$ cat src/sv/afps_pkg.sv
package afps_pkg;

  localparam int unsigned WINDOW_SIZE_DEF = 1024;
  localparam int unsigned MAX_PEAKS_DEF   = 64;
  localparam int unsigned MAX_DEC_DEF     = 16;

  localparam int unsigned HOP_W   = 11;
  localparam int unsigned DEC_W   = 5;
  localparam int unsigned PEAKS_W = 7;
  localparam int unsigned BIN_W   = 8;
  localparam int unsigned RANK_W  = 6;
  localparam int unsigned SMP_W   = 16;
  localparam int unsigned ADDR_W  = 4;
  localparam int unsigned DATA_W  = 32;
  localparam int unsigned TW_W    = 19;
  localparam int unsigned PWR_W   = 64;

  localparam logic [BIN_W-1:0]   BIN_CLAMP = 8'd255;
  localparam logic [HOP_W-1:0]   HOP_RST   = 11'd256;
  localparam logic [DEC_W-1:0]   DEC_RST   = 5'd4;
  localparam logic [PEAKS_W-1:0] PEAKS_RST = 7'd4;

  typedef enum logic [1:0] {
    REG_HOP   = 2'd0,
    REG_DEC   = 2'd1,
    REG_PEAKS = 2'd2
  } reg_idx_t;

  typedef enum logic [4:0] {
    OP_IDLE,
    OP_LOAD_RD,
    OP_LOAD_WR,
    OP_BF_RD_B,
    OP_BF_RD_A,
    OP_BF_M0,
    OP_BF_M1,
    OP_BF_M2,
    OP_BF_M3,
    OP_BF_M4,
    OP_BF_WA,
    OP_BF_WB,
    OP_PW_RD,
    OP_PW_SQ0,
    OP_PW_SQ1,
    OP_PW_WR,
    OP_SC_RUN,
    OP_SC_TAIL,
    OP_SC_EMIT
  } afps_op_t;

  typedef struct packed {
    afps_op_t op;
    logic     take;
  } afps_cmd_t;

  typedef struct packed {
    logic start;
    logic full_last;
    logic half_last;
    logic stage_last;
    logic rank_last;
    logic out_free;
  } afps_sts_t;

  // twiddle {cos, sin} in q1.17 for index k of an fft of 2**log2n points
  function automatic logic [2*TW_W-1:0] tw_entry(int unsigned k, int unsigned log2n);
    longint unsigned n_pts;
    longint unsigned q;
    longint unsigned th;
    longint unsigned t2;
    longint unsigned mag;
    longint signed   c;
    longint signed   s;
    logic            neg;
    logic signed [TW_W-1:0] cq;
    logic signed [TW_W-1:0] sq;
    n_pts = 64'd1 << log2n;
    q     = 64'(k);
    neg   = 1'b0;
    if (64'(4 * k) > n_pts) begin
      q   = (n_pts >> 1) - 64'(k);
      neg = 1'b1;
    end
    th  = (64'd6746518852 * q + (n_pts >> 1)) >> log2n;
    t2  = (th * th) >> 30;
    c   = 64'sd1 <<< 30;
    mag = 64'd1 << 30;
    for (int n = 1; n <= 12; n++) begin
      mag = ((mag * t2) >> 30) / 64'((2 * n - 1) * (2 * n));
      if (n % 2 == 1) c = c - $signed(mag);
      else c = c + $signed(mag);
    end
    s   = $signed(th);
    mag = th;
    for (int n = 1; n <= 12; n++) begin
      mag = ((mag * t2) >> 30) / 64'((2 * n) * (2 * n + 1));
      if (n % 2 == 1) s = s - $signed(mag);
      else s = s + $signed(mag);
    end
    c  = (c + 64'sd4096) >>> 13;
    s  = (s + 64'sd4096) >>> 13;
    cq = TW_W'(c);
    sq = TW_W'(s);
    if (neg) cq = -cq;
    return {cq, sq};
  endfunction

endpackage

$ cat src/sv/afps_ctrl.sv
module afps_ctrl
  import afps_pkg::*;
(
  input  logic      clk,
  input  logic      rst_n,
  input  logic      in_valid,
  input  afps_sts_t sts,
  output afps_cmd_t cmd,
  output logic      in_stall
);

  afps_op_t state_r, state_nxt;
  logic     take;

  always_ff @(posedge clk) begin
    if (!rst_n) state_r <= OP_IDLE;
    else state_r <= state_nxt;
  end

  always_comb begin
    take      = (state_r == OP_IDLE) && in_valid;
    state_nxt = state_r;
    unique case (state_r)
      OP_IDLE:    if (take && sts.start) state_nxt = OP_LOAD_RD;
      OP_LOAD_RD: state_nxt = OP_LOAD_WR;
      OP_LOAD_WR: state_nxt = sts.full_last ? OP_BF_RD_B : OP_LOAD_RD;
      OP_BF_RD_B: state_nxt = OP_BF_RD_A;
      OP_BF_RD_A: state_nxt = OP_BF_M0;
      OP_BF_M0:   state_nxt = OP_BF_M1;
      OP_BF_M1:   state_nxt = OP_BF_M2;
      OP_BF_M2:   state_nxt = OP_BF_M3;
      OP_BF_M3:   state_nxt = OP_BF_M4;
      OP_BF_M4:   state_nxt = OP_BF_WA;
      OP_BF_WA:   state_nxt = OP_BF_WB;
      OP_BF_WB: begin
        if (sts.half_last && sts.stage_last) state_nxt = OP_PW_RD;
        else state_nxt = OP_BF_RD_B;
      end
      OP_PW_RD:   state_nxt = OP_PW_SQ0;
      OP_PW_SQ0:  state_nxt = OP_PW_SQ1;
      OP_PW_SQ1:  state_nxt = OP_PW_WR;
      OP_PW_WR:   state_nxt = sts.half_last ? OP_SC_RUN : OP_PW_RD;
      OP_SC_RUN:  if (sts.half_last) state_nxt = OP_SC_TAIL;
      OP_SC_TAIL: state_nxt = OP_SC_EMIT;
      OP_SC_EMIT: begin
        if (sts.out_free) state_nxt = sts.rank_last ? OP_IDLE : OP_SC_RUN;
      end
      default:    state_nxt = OP_IDLE;
    endcase
  end

  assign cmd.op   = state_r;
  assign cmd.take = take;
  assign in_stall = (state_r != OP_IDLE);

endmodule

$ cat config.mk
export PLATFORM = sky130hd
export DESIGN_NAME = afps_ctrl
export DESIGN_NICKNAME = d
export VERILOG_FILES = /design/src/sv/afps_pkg.sv /design/src/sv/afps_ctrl.sv
export SDC_FILE = /design/constraint.sdc
export NUM_CORES = 1
export LEC_CHECK = 0
export BUFFER_PORTS_ARGS = -buffer_cell sky130_fd_sc_hd__buf_2
export CAP_MARGIN = 30
export CORE_AREA = 10 10 47 49
export DETAILED_ROUTE_END_ITERATION = 7
export DIE_AREA = 0 0 57 59
export GPL_ROUTABILITY_DRIVEN = 0
export GPL_TIMING_DRIVEN = 0
export PLACE_DENSITY = 0.58
export SYNTH_ARGS = -nofsm -noshare
export SYNTH_HDL_FRONTEND = slang
export SYNTH_SLANG_ARGS = --single-unit
$ cat constraint.sdc
create_clock -name clk -period 3.53 [get_ports clk]
set_clock_uncertainty 0.15 [all_clocks]
set_input_delay 0.706 -clock clk [delete_from_list [all_inputs] [get_ports clk]]
set_output_delay 0.706 -clock clk [all_outputs]
set_load 0.05 [all_outputs]
==> results.md, run 1 <==
- Post-synthesis net count: 59
- Antenna viol nets, final: 0
- Clock latency on the worst-skew pair: 0.24 ns
- Crit path to: cmd[0]
- Top Registers: state_r (5)
- Number of synthesized flops with an enable pin: 0
- TritonCTS buffer count: 3
- Ys flop type: dfxtp_1
- Synth area leaders: dfxtp_1, o21ai_0, nor2b_1
- Sequential power share: 32.9%
- Core area: 1400 µm²
- Syn-to-layout area delta: 31.6%
- Status: finished, final reports clean
- Element type at the critical path end: output pin
- Cell total after placement: 81
- Worst Hold Class: flop to flop
- CTS Root Cell: clkbuf_4
- Router iterations before antenna repair: 4
- CTS tree: yes
- Initial core utilization: 27.4%
- Port buffer count: 15
- Clock-pin slew on the worst setup and hold paths: 0.04 ns
- CP startpoint: state_r[2]
- Post-DP HPWL: 876 µm
- Final net count: 79
- Worst R2R End: state_r[4]
- Post-CTS Setup Bufs: 0
- Data required, critical path: 2.67 ns
- Placement Cell Area: 479 µm²
- Non-Filler Instances: 85
- Final setup viols: 0
- N_diodes: 0
- Power Internal: 0.124 mW
- Post-synth top area cell: dfxtp_1
- Row count: 14
- Synth cell types: 30
- Final Cycle Share: 72.9%
- Pwr Total: 0.195 mW
- Worst VDD drop: 119 µV
- DRC viols: 0
- Final hold vios: 0
- Worst-path fanout max: 10
- Max H-tree Level: 1
- RR Startpoint: state_r[0]
- Fin crit period: 2.57 ns
- Starting DRT DRC Count: 6
- Largest register FFs: 5
- Post-synth top cells: dfxtp_1, o21ai_0, nand2_1, nor2b_1
- Relative slew slack: 72.3%
- Crit path DAT: 1.72 ns
- Setup TNS: 0 ns
- Grt total ovfl: 0
- Pin count of the biggest net entering global routing: 11
- Switching power total: 0.0712 mW
- FF-to-FF setup slack: 2.01 ns
- Slew Viols, Final: 0
- Seq/Total Area, Yosys: 26.1%
- Post-CTS Hold Buffers: 0
- Fmax: 0.389 GHz
- Worst slew pin tran: 0.412 ns
- Die W: 57 µm
- Mapped Avg Cell Area: 7.68 µm²
- Type of origin of the critical path: flop
- Global-route wire length before repair: 1.77 mm
- DR vias: 428
- Die Span Y: 59 µm
- Layout filler cell count: 168
- Maximum clock path buffer count: 2
- Sw Share: 36.5%
- Share of the synthesized area in the top cell type: 26.1%
- Leak: 0.231 nW
- Routed WL: 1.10 mm
- PwrDens: 386 nW/µm²
- Syn Inst Count: 50
- Biggest register: state_r
- Vias per inst: 5.04
- Mapped Area: 384 µm²
- R2R cell count: 3
- CTS sink count: 5
- DR WL/cell: 12.9 µm
- Synth Register Bits: 5
- Clock power share: 33.0%
- Layout cells sized above 1: 34.8%
- Number of global-route vias before repair: 424
- Initial antenna violation count: 0
- Critical Setup Path Class: flop to output pin
- RSZ-0062 raised after global routing: no
- Post-CTS sizing: 0
- Max Cap Viol: 0
- GRT Total Usage: 6.23%
- Synth warn: 0
- Asr flop ratio synth: 0%
- Final non-filler cell area: 505 µm²
- IO Pins: 16
- Total Die Area: 3360 µm²
- Combinational Power Share: 34.0%
[through the flow]
stage	setup WS [ns]	util, %	hold WS, ns
floorplan	1.24	-	0.582
CTS	0.947	36.1	0.435
global route	0.794	36.1	0.468
global placement	1.22	34.2	0.420
finish	0.958	36.1	0.434
detailed placement	1.20	34.2	0.429
[placed cells by master, fill, tap and decap left out, drive strengths merged]
cell type  count
nor2b          3
inv            2
a21boi         1
a211oi         2
o2bb2ai        1
a211o          2
o41ai          1
a22oi          1
nor3b          1
nand2b         1
and3           2
a31oi          1
or4b           1
dfxtp          5
o31a           1
nor2           2
mux2i          1
and3b          2
nand3          2
buf           18
clkbuf         6
nor3           1
a221oi         1
o21ai          5
nand2          4
a21oi          2
[how the worst min path moves through the flow]
stage / from / to / cells after the start
after floorplan: state_r[0] / state_r[1] / 2
after global placement: state_r[0] / state_r[1] / 2
after detailed placement: state_r[0] / state_r[1] / 2
after CTS: state_r[0] / state_r[1] / 2
after global routing: state_r[0] / state_r[1] / 2
final: state_r[0] / state_r[1] / 2
[area by class of cell]
class	count	area, µm²	share of cell area, %
plain buffers	5	27.5	5.45
clock buffers	4	26.3	5.20
inverters	2	7.51	1.49
multi-input cells	38	249	49.3
flip-flops and latches	5	100	19.8
well taps	16	20.0	3.96
repair buffers	15	75.1	14.9
[power by group through the flow]
stage	clock [mW]	combinational, mW	sequential (mW)
global route	0.0708	0.0728	0.0646
finish	0.0645	0.0664	0.0642
detailed placement	0	0.0670	0.0650
floorplan	0	0.0386	0.0753
global placement	0	0.0668	0.0650
CTS	0.0675	0.0672	0.0641
[cells by family after synthesis]
| family | Yosys count | synth area share (%) |
|---|---|---|
| buffers and inverters | 7 | 9.12 |
| muxes | 1 | 2.61 |
| and+or+nand+nor | 19 | 29.6 |
| DFF | 5 | 26.1 |
| AOI/OAI and AO/OA | 18 | 32.6 |
[worst max-delay path, cell delays in order, from the launching register on]
cell and delay (ns):
dfxtp_1 0.32, clkbuf_1 0.21, nor3_1 0.38, and3_1 0.23, buf_4 0.09, buf_2 0.24
[routing by layer]
metal / GRT usage [%] / part of all wire (%) / vias up
li1: - / - / 223
met1: 6.79 / 43 / 189
met2: 10.5 / 48 / 16
met3: 2.79 / 8.9 / 0
met4: 2.01 / 0 / 0
met5: 0 / 0 / -
(Power assumes the default switching activity.)
==> run 2: changes to the inputs <==
Settings changed: PLACE_DENSITY 0.58 to 0.6.
Clock period 3.53 ns to 2.1 ns, I/O delays scaled along.
==> results.md, run 2 (synthesis gave the netlist of run 1 again) <==
- Slew Viols, Final: 0 (unchanged)
- Status: finished, final reports clean
- DR WL/cell: 13.0 µm (+0.82%)
- Largest register FFs: 5 (unchanged)
- Final net count: 79 (unchanged)
- Layout filler cell count: 170 (+1.2%)
- Row count: 14 (unchanged)
- WL met2: 541 µm (+3.0%)
- Max H-tree Level: 1 (unchanged)
- Final setup viols: 0 (unchanged)
- PwrDens: 654 nW/µm² (+69%)
- Element type at the critical path end: output pin
- Metal3 WL: 69 µm (-29%)
- Final worst-path setup slack: 0.132 ns (-0.826 ns)
- Global-route wire length before repair: 1.87 mm (+5.4%)
- N_diodes: 0 (unchanged)
- Worst-path cell chain: nor3_2 -> and3_1 -> buf_4 -> buf_4
- Core area: 1400 µm² (unchanged)
- Total Die Area: 3360 µm² (unchanged)
- IO Pins: 16 (unchanged)
- Crit path max-delay family: flip-flops
- Final hold vios: 0 (unchanged)
- Die Span Y: 59 µm (unchanged)
- Biggest register: state_r
- Syn-to-layout area delta: 34.9%
- Setup TNS: 0 ns (unchanged)
- Worst VDD drop: 309 µV (+160%)
- CP max stage delay: 0.57 ns (+0.19 ns)
- Worst-path fanout max: 13 (+3)
- DR vias: 437 (+2.1%)
- Grt total ovfl: 0 (unchanged)
- DRT met1 WL: 493 µm (+4.2%)
- Commonest non-fill, non-tap cell in the layout: buf_2
- Pin count of the biggest net entering global routing: 14 (+3)
- Routed WL: 1.10 mm (+0.82%)
- RSZ-0062 raised after global routing: no
- Cell mode on critical path: buf_4
- Top Registers: state_r (5)
- Initial core utilization: 27.4% (unchanged)
- Placement Cell Area: 479 µm² (unchanged)
- Die W: 57 µm (unchanged)
- Post-Place Worst Slack: 0.0589 ns (-1.15 ns)
- Slowest CP cell: dfxtp_1
- Router iterations before antenna repair: 4 (unchanged)
- Data required, critical path: 1.53 ns (-1.14 ns)
- CTS tree: yes
- Vias per inst: 5.14 (+2.1%)
- Commonest cells after routing, fill and taps aside: buf_2, o21ai_0, dfxtp_1
- Final non-filler cell area: 518 µm² (+2.5%)
- Worst Hold Class: input pin to flop
- CP bufs+invs: 2 (-1)
- CTS sink count: 5 (unchanged)
- Final Cycle Share: 93.7%
- Fmax: 0.508 GHz
- Clock latency on the worst-skew pair: 0.24 ns (about the same)
- Number of global-route vias before repair: 432 (+1.9%)
- TritonCTS buffer count: 3 (unchanged)
- Top Layer Used: met3
- GRT Total Usage: 6.79% (+0.56 points)
- Clock-pin slew on the worst setup and hold paths: 0.05 ns (about the same)
- Max Cap Viol: 0 (unchanged)
- Critical Setup Path Class: flop to output pin
- Antenna viol nets, final: 0 (unchanged)
- Post-DP HPWL: 886 µm (+1.2%)
- Crit path DAT: 1.40 ns (-0.32 ns)
- Min Hold Slack: 0.324 ns (-0.110 ns)
- Layout cells sized above 1: 39.1% (+4.3 points)
- Maximum clock path buffer count: 2 (unchanged)
- Initial antenna violation count: 0 (unchanged)
- Starting DRT DRC Count: 8 (+2)
- DRC viols: 0 (unchanged)
- Port buffer count: 15 (unchanged)
- Relative slew slack: 72.4% (about the same)
- Type of origin of the critical path: flop
- Leak: 0.240 nW (+3.6%)
- Fin crit period: 1.97 ns
- Worst slew pin tran: 0.414 ns (+0.00167 ns)
- CTS Root Cell: clkbuf_4
==> run 2: worst paths after layout <==
check                                start         end  slack [ns]  cells past startpoint
worst min register to register  state_r[0]  state_r[1]        0.44                      2
worst min-delay path                 rst_n  state_r[4]        0.32                      3
worst max register to register  state_r[0]  state_r[4]        0.58                      3
worst max-delay path            state_r[2]      cmd[0]        0.13                      4
==> run 2: timing repair <==
action | CTS | global route
setup buffers | 1 | 0
pin swaps | 1 | 0
gates resized for setup | 2 | 2
setup endpoints to repair | 1 | 1
cloned | 0 | 0
hold buffers | 0 | 0
==> run 2: worst reg2reg max path, delay by kind of cell, from the launching register on <==
kind,cells,cell delay [ns]
AOI/OAI and AO/OA,1,0.17
and+or+nand+nor,2,0.64
DFF,1,0.49
==> run 2: area by class of cell <==
class | instances | area, µm² | share of cell area [%]
clock buffers | 4 | 26.3 | 5.07
well taps | 16 | 20.0 | 3.86
inverters | 2 | 7.51 | 1.45
multi-input cells | 38 | 254 | 49.0
repair buffers | 16 | 85.1 | 16.4
flip-flops and latches | 5 | 100 | 19.3
plain buffers | 4 | 25.0 | 4.83
==> run 2: where the power goes <==
group | switching (mW) | internal, mW | leakage (nW)
logic | 0.0752 | 0.0418 | 0.184
clock network | 0.0398 | 0.0719 | 0.0150
registers | 0.00960 | 0.101 | 0.0407
total | 0.125 | 0.214 | 0.240
==> run 2: stage by stage <==
stage / utilization (%) / std cells / power, mW
after floorplan: - / 50 / 0.191
after global placement: 34.2 / 81 / 0.221
after detailed placement: 34.2 / 81 / 0.223
after CTS: 36.9 / 85 / 0.341
after global routing: 37.0 / 85 / 0.354
final: 37.0 / 85 / 0.339
==> run 2: per-layer routing <==
metal,vias to the layer above,track usage [%]
met5,-,0
met2,15,11.0
met3,0,3.00
met4,0,3.02
li1,224,-
met1,198,7.49
